==> src/sv/ppe_pkg.sv <==
`default_nettype none

package ppe_pkg;

  // Configuration register map.
  localparam int unsigned CfgIdxW = 8;
  localparam logic [CfgIdxW-1:0] CfgIdxMaskLow  = 8'd0;
  localparam logic [CfgIdxW-1:0] CfgIdxMaskHigh = 8'd1;

  localparam int unsigned MaskW = 64;
  localparam logic [MaskW-1:0] EscMaskLowReset  = 64'hA400_84AC_FFFF_FFFF;
  localparam logic [MaskW-1:0] EscMaskHighReset = 64'hA800_0000_7800_0000;

  // Depth of the command queue between front and back.
  localparam int unsigned QueueDepthDefault = 2;

  localparam logic [7:0] ChPercent = 8'h25;
  localparam logic [7:0] ChEquals  = 8'h3D;
  localparam logic [7:0] ChSlash   = 8'h2F;
  localparam logic [7:0] ErrByte   = 8'h00;

  typedef enum logic [1:0] {
    SepNone,
    SepEquals,
    SepSlash
  } sep_e;

  // One classified input byte, as handed from the front to the back.
  typedef struct packed {
    logic [7:0] data;
    logic       escape;
    sep_e       sep;
    logic       path_end;
    logic       error;
  } cmd_t;

  function automatic logic [7:0] hex_digit(input logic [3:0] v);
    logic [7:0] w;
    w = {4'h0, v};
    if (v < 4'd10) begin
      return 8'h30 + w;
    end
    return 8'h37 + w;
  endfunction

endpackage

`default_nettype wire

==> src/sv/ppe_front.sv <==
`default_nettype none

module ppe_front (
  input  wire logic                        clk_i,
  input  wire logic                        rst_ni,
  input  wire logic                        in_valid_i,
  output logic                             in_ready_o,
  input  wire logic [7:0]                  data_byte_i,
  input  wire logic                        field_end_i,
  input  wire logic                        spec_end_i,
  input  wire logic                        cfg_valid_i,
  output logic                             cfg_ready_o,
  input  wire logic [ppe_pkg::CfgIdxW-1:0] cfg_index_i,
  input  wire logic [ppe_pkg::MaskW-1:0]   cfg_data_i,
  input  wire logic                        full_i,
  output logic                             push_o,
  output ppe_pkg::cmd_t                    cmd_o
);

  logic [ppe_pkg::MaskW-1:0] mask_low_q;
  logic [ppe_pkg::MaskW-1:0] mask_high_q;
  logic                      phase_q;
  logic                      phase_d;
  logic                      escape;

  assign cfg_ready_o = 1'b1;
  assign in_ready_o  = !full_i;
  assign push_o      = in_valid_i && !full_i;

  always_ff @(posedge clk_i or negedge rst_ni) begin
    if (!rst_ni) begin
      mask_low_q  <= ppe_pkg::EscMaskLowReset;
      mask_high_q <= ppe_pkg::EscMaskHighReset;
    end else if (cfg_valid_i) begin
      if (cfg_index_i == ppe_pkg::CfgIdxMaskLow) begin
        mask_low_q <= cfg_data_i;
      end else if (cfg_index_i == ppe_pkg::CfgIdxMaskHigh) begin
        mask_high_q <= cfg_data_i;
      end
    end
  end

  // Bytes 128 and up are never escaped.
  always_comb begin
    if (data_byte_i[7]) begin
      escape = 1'b0;
    end else if (data_byte_i[6]) begin
      escape = mask_high_q[data_byte_i[5:0]];
    end else begin
      escape = mask_low_q[data_byte_i[5:0]];
    end
  end

  always_comb begin
    cmd_o.data     = data_byte_i;
    cmd_o.escape   = escape;
    cmd_o.sep      = ppe_pkg::SepNone;
    cmd_o.path_end = 1'b0;
    cmd_o.error    = 1'b0;
    phase_d        = phase_q;
    if (!phase_q && spec_end_i) begin
      cmd_o.error = 1'b1;
      phase_d     = 1'b0;
    end else if (!phase_q) begin
      if (field_end_i) begin
        cmd_o.sep = ppe_pkg::SepEquals;
        phase_d   = 1'b1;
      end
    end else if (field_end_i || spec_end_i) begin
      cmd_o.sep      = ppe_pkg::SepSlash;
      cmd_o.path_end = spec_end_i;
      phase_d        = 1'b0;
    end
  end

  always_ff @(posedge clk_i or negedge rst_ni) begin
    if (!rst_ni) begin
      phase_q <= 1'b0;
    end else if (push_o) begin
      phase_q <= phase_d;
    end
  end

endmodule

`default_nettype wire

==> src/sv/ppe_queue.sv <==
`default_nettype none

module ppe_queue #(
  parameter int unsigned Depth = ppe_pkg::QueueDepthDefault
) (
  input  wire logic          clk_i,
  input  wire logic          rst_ni,
  input  wire logic          push_i,
  input  wire ppe_pkg::cmd_t cmd_i,
  output logic               full_o,
  input  wire logic          pop_i,
  output logic               valid_o,
  output ppe_pkg::cmd_t      cmd_o
);

  localparam int unsigned PtrW = (Depth > 1) ? $clog2(Depth) : 1;
  localparam int unsigned CntW = $clog2(Depth + 1);
  localparam logic [PtrW-1:0] PtrMax = PtrW'(Depth - 1);
  localparam logic [CntW-1:0] CntFull = CntW'(Depth);

  ppe_pkg::cmd_t   entries_q [Depth];
  logic [PtrW-1:0] wr_ptr_q;
  logic [PtrW-1:0] rd_ptr_q;
  logic [CntW-1:0] count_q;
  logic            do_push;
  logic            do_pop;

  assign full_o  = (count_q == CntFull);
  assign valid_o = (count_q != '0);
  assign cmd_o   = entries_q[rd_ptr_q];
  assign do_push = push_i && !full_o;
  assign do_pop  = pop_i && valid_o;

  always_ff @(posedge clk_i) begin
    if (do_push) begin
      entries_q[wr_ptr_q] <= cmd_i;
    end
  end

  always_ff @(posedge clk_i or negedge rst_ni) begin
    if (!rst_ni) begin
      wr_ptr_q <= '0;
      rd_ptr_q <= '0;
      count_q  <= '0;
    end else begin
      if (do_push) begin
        wr_ptr_q <= (wr_ptr_q == PtrMax) ? '0 : wr_ptr_q + 1'b1;
      end
      if (do_pop) begin
        rd_ptr_q <= (rd_ptr_q == PtrMax) ? '0 : rd_ptr_q + 1'b1;
      end
      if (do_push && !do_pop) begin
        count_q <= count_q + 1'b1;
      end else if (do_pop && !do_push) begin
        count_q <= count_q - 1'b1;
      end
    end
  end

endmodule

`default_nettype wire

==> src/sv/ppe_back.sv <==
`default_nettype none

module ppe_back (
  input  wire logic          clk_i,
  input  wire logic          rst_ni,
  input  wire logic          valid_i,
  input  wire ppe_pkg::cmd_t cmd_i,
  output logic               pop_o,
  output logic               out_valid_o,
  input  wire logic          out_ready_i,
  output logic [7:0]         out_byte_o,
  output logic               last_o,
  output logic               path_end_o,
  output logic               error_o
);

  ppe_pkg::cmd_t cmd_q;
  logic          active_q;
  logic [1:0]    step_q;
  logic          out_valid_q;
  logic [7:0]    out_byte_q;
  logic          last_q;
  logic          path_end_q;
  logic          error_q;

  logic          load;
  logic          emit;
  logic [1:0]    data_last;
  logic [1:0]    final_step;
  logic          is_last;
  logic [7:0]    sep_byte;
  logic [7:0]    cur_byte;
  logic          cur_path_end;

  assign load = !out_valid_q || out_ready_i;
  assign emit = active_q && load;

  // Escaped bytes take steps 0 to 2, plain bytes step 0; a separator, if any, comes last.
  always_comb begin
    data_last  = cmd_q.escape ? 2'd2 : 2'd0;
    final_step = data_last + ((cmd_q.sep != ppe_pkg::SepNone) ? 2'd1 : 2'd0);
    if (cmd_q.error) begin
      final_step = 2'd0;
    end
    is_last = (step_q == final_step);
  end

  always_comb begin
    case (cmd_q.sep)
      ppe_pkg::SepEquals: sep_byte = ppe_pkg::ChEquals;
      ppe_pkg::SepSlash:  sep_byte = ppe_pkg::ChSlash;
      default:            sep_byte = ppe_pkg::ErrByte;
    endcase
  end

  always_comb begin
    cur_path_end = 1'b0;
    if (cmd_q.error) begin
      cur_byte = ppe_pkg::ErrByte;
    end else if (step_q > data_last) begin
      cur_byte     = sep_byte;
      cur_path_end = cmd_q.path_end;
    end else if (!cmd_q.escape) begin
      cur_byte = cmd_q.data;
    end else begin
      case (step_q)
        2'd0:    cur_byte = ppe_pkg::ChPercent;
        2'd1:    cur_byte = ppe_pkg::hex_digit(cmd_q.data[7:4]);
        default: cur_byte = ppe_pkg::hex_digit(cmd_q.data[3:0]);
      endcase
    end
  end

  // The next command is taken while the last byte of the current one leaves.
  assign pop_o = valid_i && (!active_q || (emit && is_last));

  always_ff @(posedge clk_i or negedge rst_ni) begin
    if (!rst_ni) begin
      active_q    <= 1'b0;
      step_q      <= 2'd0;
      out_valid_q <= 1'b0;
    end else begin
      if (pop_o) begin
        active_q <= 1'b1;
        step_q   <= 2'd0;
      end else if (emit) begin
        if (is_last) begin
          active_q <= 1'b0;
          step_q   <= 2'd0;
        end else begin
          step_q <= step_q + 2'd1;
        end
      end
      if (load) begin
        out_valid_q <= emit;
      end
    end
  end

  always_ff @(posedge clk_i) begin
    if (pop_o) begin
      cmd_q <= cmd_i;
    end
    if (emit) begin
      out_byte_q <= cur_byte;
      last_q     <= is_last;
      path_end_q <= cur_path_end;
      error_q    <= cmd_q.error;
    end
  end

  assign out_valid_o = out_valid_q;
  assign out_byte_o  = out_byte_q;
  assign last_o      = last_q;
  assign path_end_o  = path_end_q;
  assign error_o     = error_q;

endmodule

`default_nettype wire

==> src/sv/partition_path_escape_encoder.sv <==
`default_nettype none

// Channel   Direction  Handshake              Payload
// input     in         in_valid_i/in_ready_o  data_byte_i, field_end_i, spec_end_i
// output    out        out_valid_o/out_ready_i out_byte_o, last_o, path_end_o, error_o
// config    in         cfg_valid_i/cfg_ready_o cfg_index_i, cfg_data_i
//
// Each input byte yields one to four output bytes, one per cycle while out_ready_i is high:
// one for a plain byte, three for an escaped byte, plus one for a '=' or '/' separator;
// an error is one byte. The output register of the back end sets the rate, and the first
// result passes the command queue, the command register and the output register.
// Reset loads the default escape masks, returns to the key phase and empties the queue.
// Output stalls fill the command queue, which then drops in_ready_o; config writes
// are always taken.

module partition_path_escape_encoder #(
  parameter int unsigned QueueDepth = ppe_pkg::QueueDepthDefault
) (
  input  wire logic                        clk_i,
  input  wire logic                        rst_ni,
  input  wire logic                        in_valid_i,
  output logic                             in_ready_o,
  input  wire logic [7:0]                  data_byte_i,
  input  wire logic                        field_end_i,
  input  wire logic                        spec_end_i,
  output logic                             out_valid_o,
  input  wire logic                        out_ready_i,
  output logic [7:0]                       out_byte_o,
  output logic                             last_o,
  output logic                             path_end_o,
  output logic                             error_o,
  input  wire logic                        cfg_valid_i,
  output logic                             cfg_ready_o,
  input  wire logic [ppe_pkg::CfgIdxW-1:0] cfg_index_i,
  input  wire logic [ppe_pkg::MaskW-1:0]   cfg_data_i
);

  // Front side: classified commands going into the queue.
  logic          push;
  logic          full;
  ppe_pkg::cmd_t front_cmd;

  // Back side: commands leaving the queue.
  logic          queue_valid;
  logic          pop;
  ppe_pkg::cmd_t back_cmd;

  // The front end holds the escape masks and the key/value phase, and turns each
  // input transfer into one command: the byte, whether to escape it, which separator
  // follows, and whether it is an error.
  ppe_front u_front (
    .clk_i       (clk_i),
    .rst_ni      (rst_ni),
    .in_valid_i  (in_valid_i),
    .in_ready_o  (in_ready_o),
    .data_byte_i (data_byte_i),
    .field_end_i (field_end_i),
    .spec_end_i  (spec_end_i),
    .cfg_valid_i (cfg_valid_i),
    .cfg_ready_o (cfg_ready_o),
    .cfg_index_i (cfg_index_i),
    .cfg_data_i  (cfg_data_i),
    .full_i      (full),
    .push_o      (push),
    .cmd_o       (front_cmd)
  );

  // A short queue decouples classification from byte emission.
  ppe_queue #(
    .Depth (QueueDepth)
  ) u_queue (
    .clk_i   (clk_i),
    .rst_ni  (rst_ni),
    .push_i  (push),
    .cmd_i   (front_cmd),
    .full_o  (full),
    .pop_i   (pop),
    .valid_o (queue_valid),
    .cmd_o   (back_cmd)
  );

  // The back end steps through each command and emits one byte per cycle unless stalled.
  ppe_back u_back (
    .clk_i       (clk_i),
    .rst_ni      (rst_ni),
    .valid_i     (queue_valid),
    .cmd_i       (back_cmd),
    .pop_o       (pop),
    .out_valid_o (out_valid_o),
    .out_ready_i (out_ready_i),
    .out_byte_o  (out_byte_o),
    .last_o      (last_o),
    .path_end_o  (path_end_o),
    .error_o     (error_o)
  );

endmodule

`default_nettype wire

==> config.mk <==
export PLATFORM = sky130hd
export DESIGN_NAME = partition_path_escape_encoder
export DESIGN_NICKNAME = d
export VERILOG_FILES = /design/src/sv/ppe_pkg.sv /design/src/sv/ppe_front.sv /design/src/sv/ppe_queue.sv /design/src/sv/ppe_back.sv /design/src/sv/partition_path_escape_encoder.sv
export SDC_FILE = /design/constraint.sdc
export NUM_CORES = 1
export LEC_CHECK = 0
export BUFFER_PORTS_ARGS = -buffer_cell sky130_fd_sc_hd__buf_4
export CORE_ASPECT_RATIO = 2
export CORE_MARGIN = 2
export CORE_UTILIZATION = 50
export DETAILED_ROUTE_END_ITERATION = 12
export PLACE_DENSITY = 0.79
export SLEW_MARGIN = 0
export SYNTH_ARGS = -nofsm -noshare
export SYNTH_HDL_FRONTEND = slang
export SYNTH_SLANG_ARGS = --single-unit
==> constraint.sdc <==
create_clock -name clk_i -period 2.2 [get_ports clk_i]
set_input_delay 0.33 -clock clk_i [delete_from_list [all_inputs] [get_ports clk_i]]
set_output_delay 0.33 -clock clk_i [all_outputs]
set_load 0.1 [all_outputs]
==> out/qor.yml <==
run_status:
  status: "finished clean"
clock_tree:
  cts_buffers: 17
  ctsLongestPathBuffers: 2
  ctsHtreeMaxLevel: 4
  clkLatencyLatePin_ps: 430
  cts_setup_buffers: 0
  cts-root-buf: "clkbuf_16"
  cts_sinks: 187
  cts_tree: "yes"
  path_clk_slew_ps: 70
synthesis:
  synth_fp_nets: 681
  synth-edff-count: 50
  async_flop_share: 0.733
  synthCells: 585
  yosysTopAreaCell: "dfrtp_1"
  synth_area_sq_mm: 0.00867
  netlist.area_leader.share: 0.257
  synth-seq-area-share: 0.576
  yosys_warnings: 0
  ys_seq_elements: 187
  ys.flop_type: "dfrtp_1"
  synth_area_leaders: "dfrtp_1 (26%), mux2_2 (18%), edfxtp_1 (17%)"
  avgSynthCellArea_sq_um: 14.8
  synthDistinctLibCells: 60
routing:
  totalWireLength_mm: 17.8
  drt_iter0_drc: 303
  drc_errors: 0
  vias_per_cell: 5.75
  postRouteAntennaNets: 0
  vias: 5308
  wire_per_inst_um: 19.3
  first_pass_iters: 5
layout:
  diodes: 0
  syn2layout_area_growth_pct: 20.4
  multi_input_area_sq_mm: 0.00346
  fillers: 1271
  drive_gt1_frac: 0.505
  final_nets: 796
  seq_area_sq_mm: 0.00499
power_and_ir_drop:
  power_density_mw_per_mm2: 995
  peakVddDrop_uv: 621
  p_total_mw: 10.4
  p_leak_nw: 4.72
sta:
  skew_ps: 8.77
  period_needed_ps: 2040
  rsz0062_at_grt: "false"
  fmax_ghz: 0.490
  slew_headroom: 0.583
  setup_violations: 0
  worst_slew_pin_slew_ps: 625
  finalMaxSlewViolations: 0
  setup_ws_ps: 157
  fin_crit_sh: 0.929
  finalHoldViolations: 0
critical_path:
  critPathRequiredTime_ps: 2550
  cp_max_fo: 3
  startpoint_type: "flip-flop"
  crit_type: "reg -> reg"
  cp.arrival_ps: 2400
  cp-end-kind: "flip-flop"
run:
  cap_violations: 0
grt:
  grt_pass1_wl_mm: 29.1
  grt_start_max_net_pins: 55
  track_usage: 0.200
  antenna_found_initial: 0
  grt_pass1_vias: 5573
  overflow: 0
placed_design:
  gp_routability_congestion: 0.854
  pre_cts_ws_ps: -56.7
  numPortBuffers: 99
  dp_hpwl_mm: 13.0
min_path:
  min_path_type: "in -> reg"
floorplan:
  fp-row-count: 68
  fp.dieArea_sq_mm: 0.0185
  core_area_sq_mm: 0.0171
  initial_core_util: 0.507
  die_height_um: 190
  die_w_um: 97.1
  ios: 101
[placed cells by master, fill, tap and decap left out, types with 15 or more instances in the layout]
master     netlist  final
edfxtp_1        50     50
inv_1           15     15
nand2_1         29     29
dfrtp_1         89     89
dfstp_2         48     48
mux2i_1         17     17
mux2_2         138    138
buf_4            4    113
clkbuf_16        0     18
[worst max-delay path, stage by stage, from the launching register on]
cell and delay, ps:
edfxtp_1 400, inv_1 100, ha_2 200, nand4b_1 120, o31a_1 130, o32ai_2 140, a21bo_2 190, o21ai_2 80
ha_1 200, xor2_1 140, nor2_1 130, xor2_1 140
[flip-flops by register name (all words and copies together) (netlist names)]
signal / cells
u_back.active_q: 1
u_back.cmd_q: 13
u_back.error_o: 1
u_back.last_o: 1
u_back.out_byte_o: 8
u_back.out_valid_o: 1
u_back.path_end_o: 1
u_back.step_q: 2
u_front.mask_high_q: 64
u_front.mask_low_q: 64
u_front.phase_q: 1
u_queue.count_q: 2
u_queue.entries_q: 26
u_queue.rd_ptr_q: 1
u_queue.wr_ptr_q: 1
[where the power goes]
part	switching [mW]	total (mW)	internal, mW
Combinational	1.70	2.72	1.02
Sequential	0.351	4.58	4.23
Clock	1.45	3.07	1.63
[Yosys cell counts, drive strengths merged, types with 2 or more instances]
library cell and count:
xnor2 4, nor3b 3, nor3 5, o22ai 2, o21a 2, nand2b 5
nor2b 6, nand3 13, clkbuf 11, and2 3, edfxtp 50, and3 2
ha 9, a31oi 2, buf 17, a221oi 4, o41ai 2, inv 15
nand3b 2, nor2 11, xor2 3, a21oi 13, a22oi 10, mux2i 17
mux4 21, nand2 29, mux2 151, dfrtp 89, o21ai 16, dfstp 48
[metal layers]
metal,up-vias,share of wire,global-route usage
li1,2429,-,-
met1,2702,0.42,0.263
met2,154,0.51,0.335
met3,23,0.044,0.0367
met4,0,0.022,0.0715
met5,-,0,0
[logic make-up (layout without fill, tap and decap cells)]
group / after synthesis / after routing / share of synthesized area
compound gates: 62 / 62 / 0.0475
xor+xnor: 7 / 7 / 0.00707
fa+ha+maj: 9 / 9 / 0.0130
buf+inv: 43 / 171 / 0.0281
flops: 187 / 187 / 0.576
mux: 189 / 189 / 0.276
other cells: 1 / 1 / 0.000433
simple gates: 87 / 87 / 0.0517
[stage by stage]
step	area, sq um	cells	TNS (ps)	hold slack, ps	utilization
finish	10400	923	0	118	0.610
global route	10400	923	0	105	0.610
CTS	10400	923	0	104	0.610
detailed placement	9810	890	-113	363	0.573
global placement	9810	890	-10.1	349	0.573
floorplan	8670	585	0	34.4	-
[area by class of cell]
type                    count  share of cell area
clock buffers              19              0.0445
clock inverters            13              0.0138
inverters                  15             0.00539
multi-input cells         355               0.332
flip-flops and latches    187               0.478
well taps                 210              0.0252
repair buffers            124               0.101
[final timing paths]
check	start	end	slack, ps	cells after the start
min in group asynchronous	rst_ni	u_front.mask_high_q[11]	450	2
hold / removal	data_byte_i[7]	u_queue.entries_q[0][12]	120	1
hold reg to reg	u_queue.wr_ptr_q	u_queue.wr_ptr_q	490	1
setup / recovery	u_back.cmd_q[2]	u_queue.count_q[1]	160	11
max in group asynchronous	rst_ni	u_front.mask_low_q[35]	1080	3
setup reg to reg	u_back.cmd_q[2]	u_queue.count_q[1]	160	11
[what timing repair did]
action,in CTS,in global routing
hold endpoints to repair,22,0
gates resized for setup,0,3
hold buffers,1,0
endpoints found under the setup margin,0,1
(Power assumes the default switching activity.)
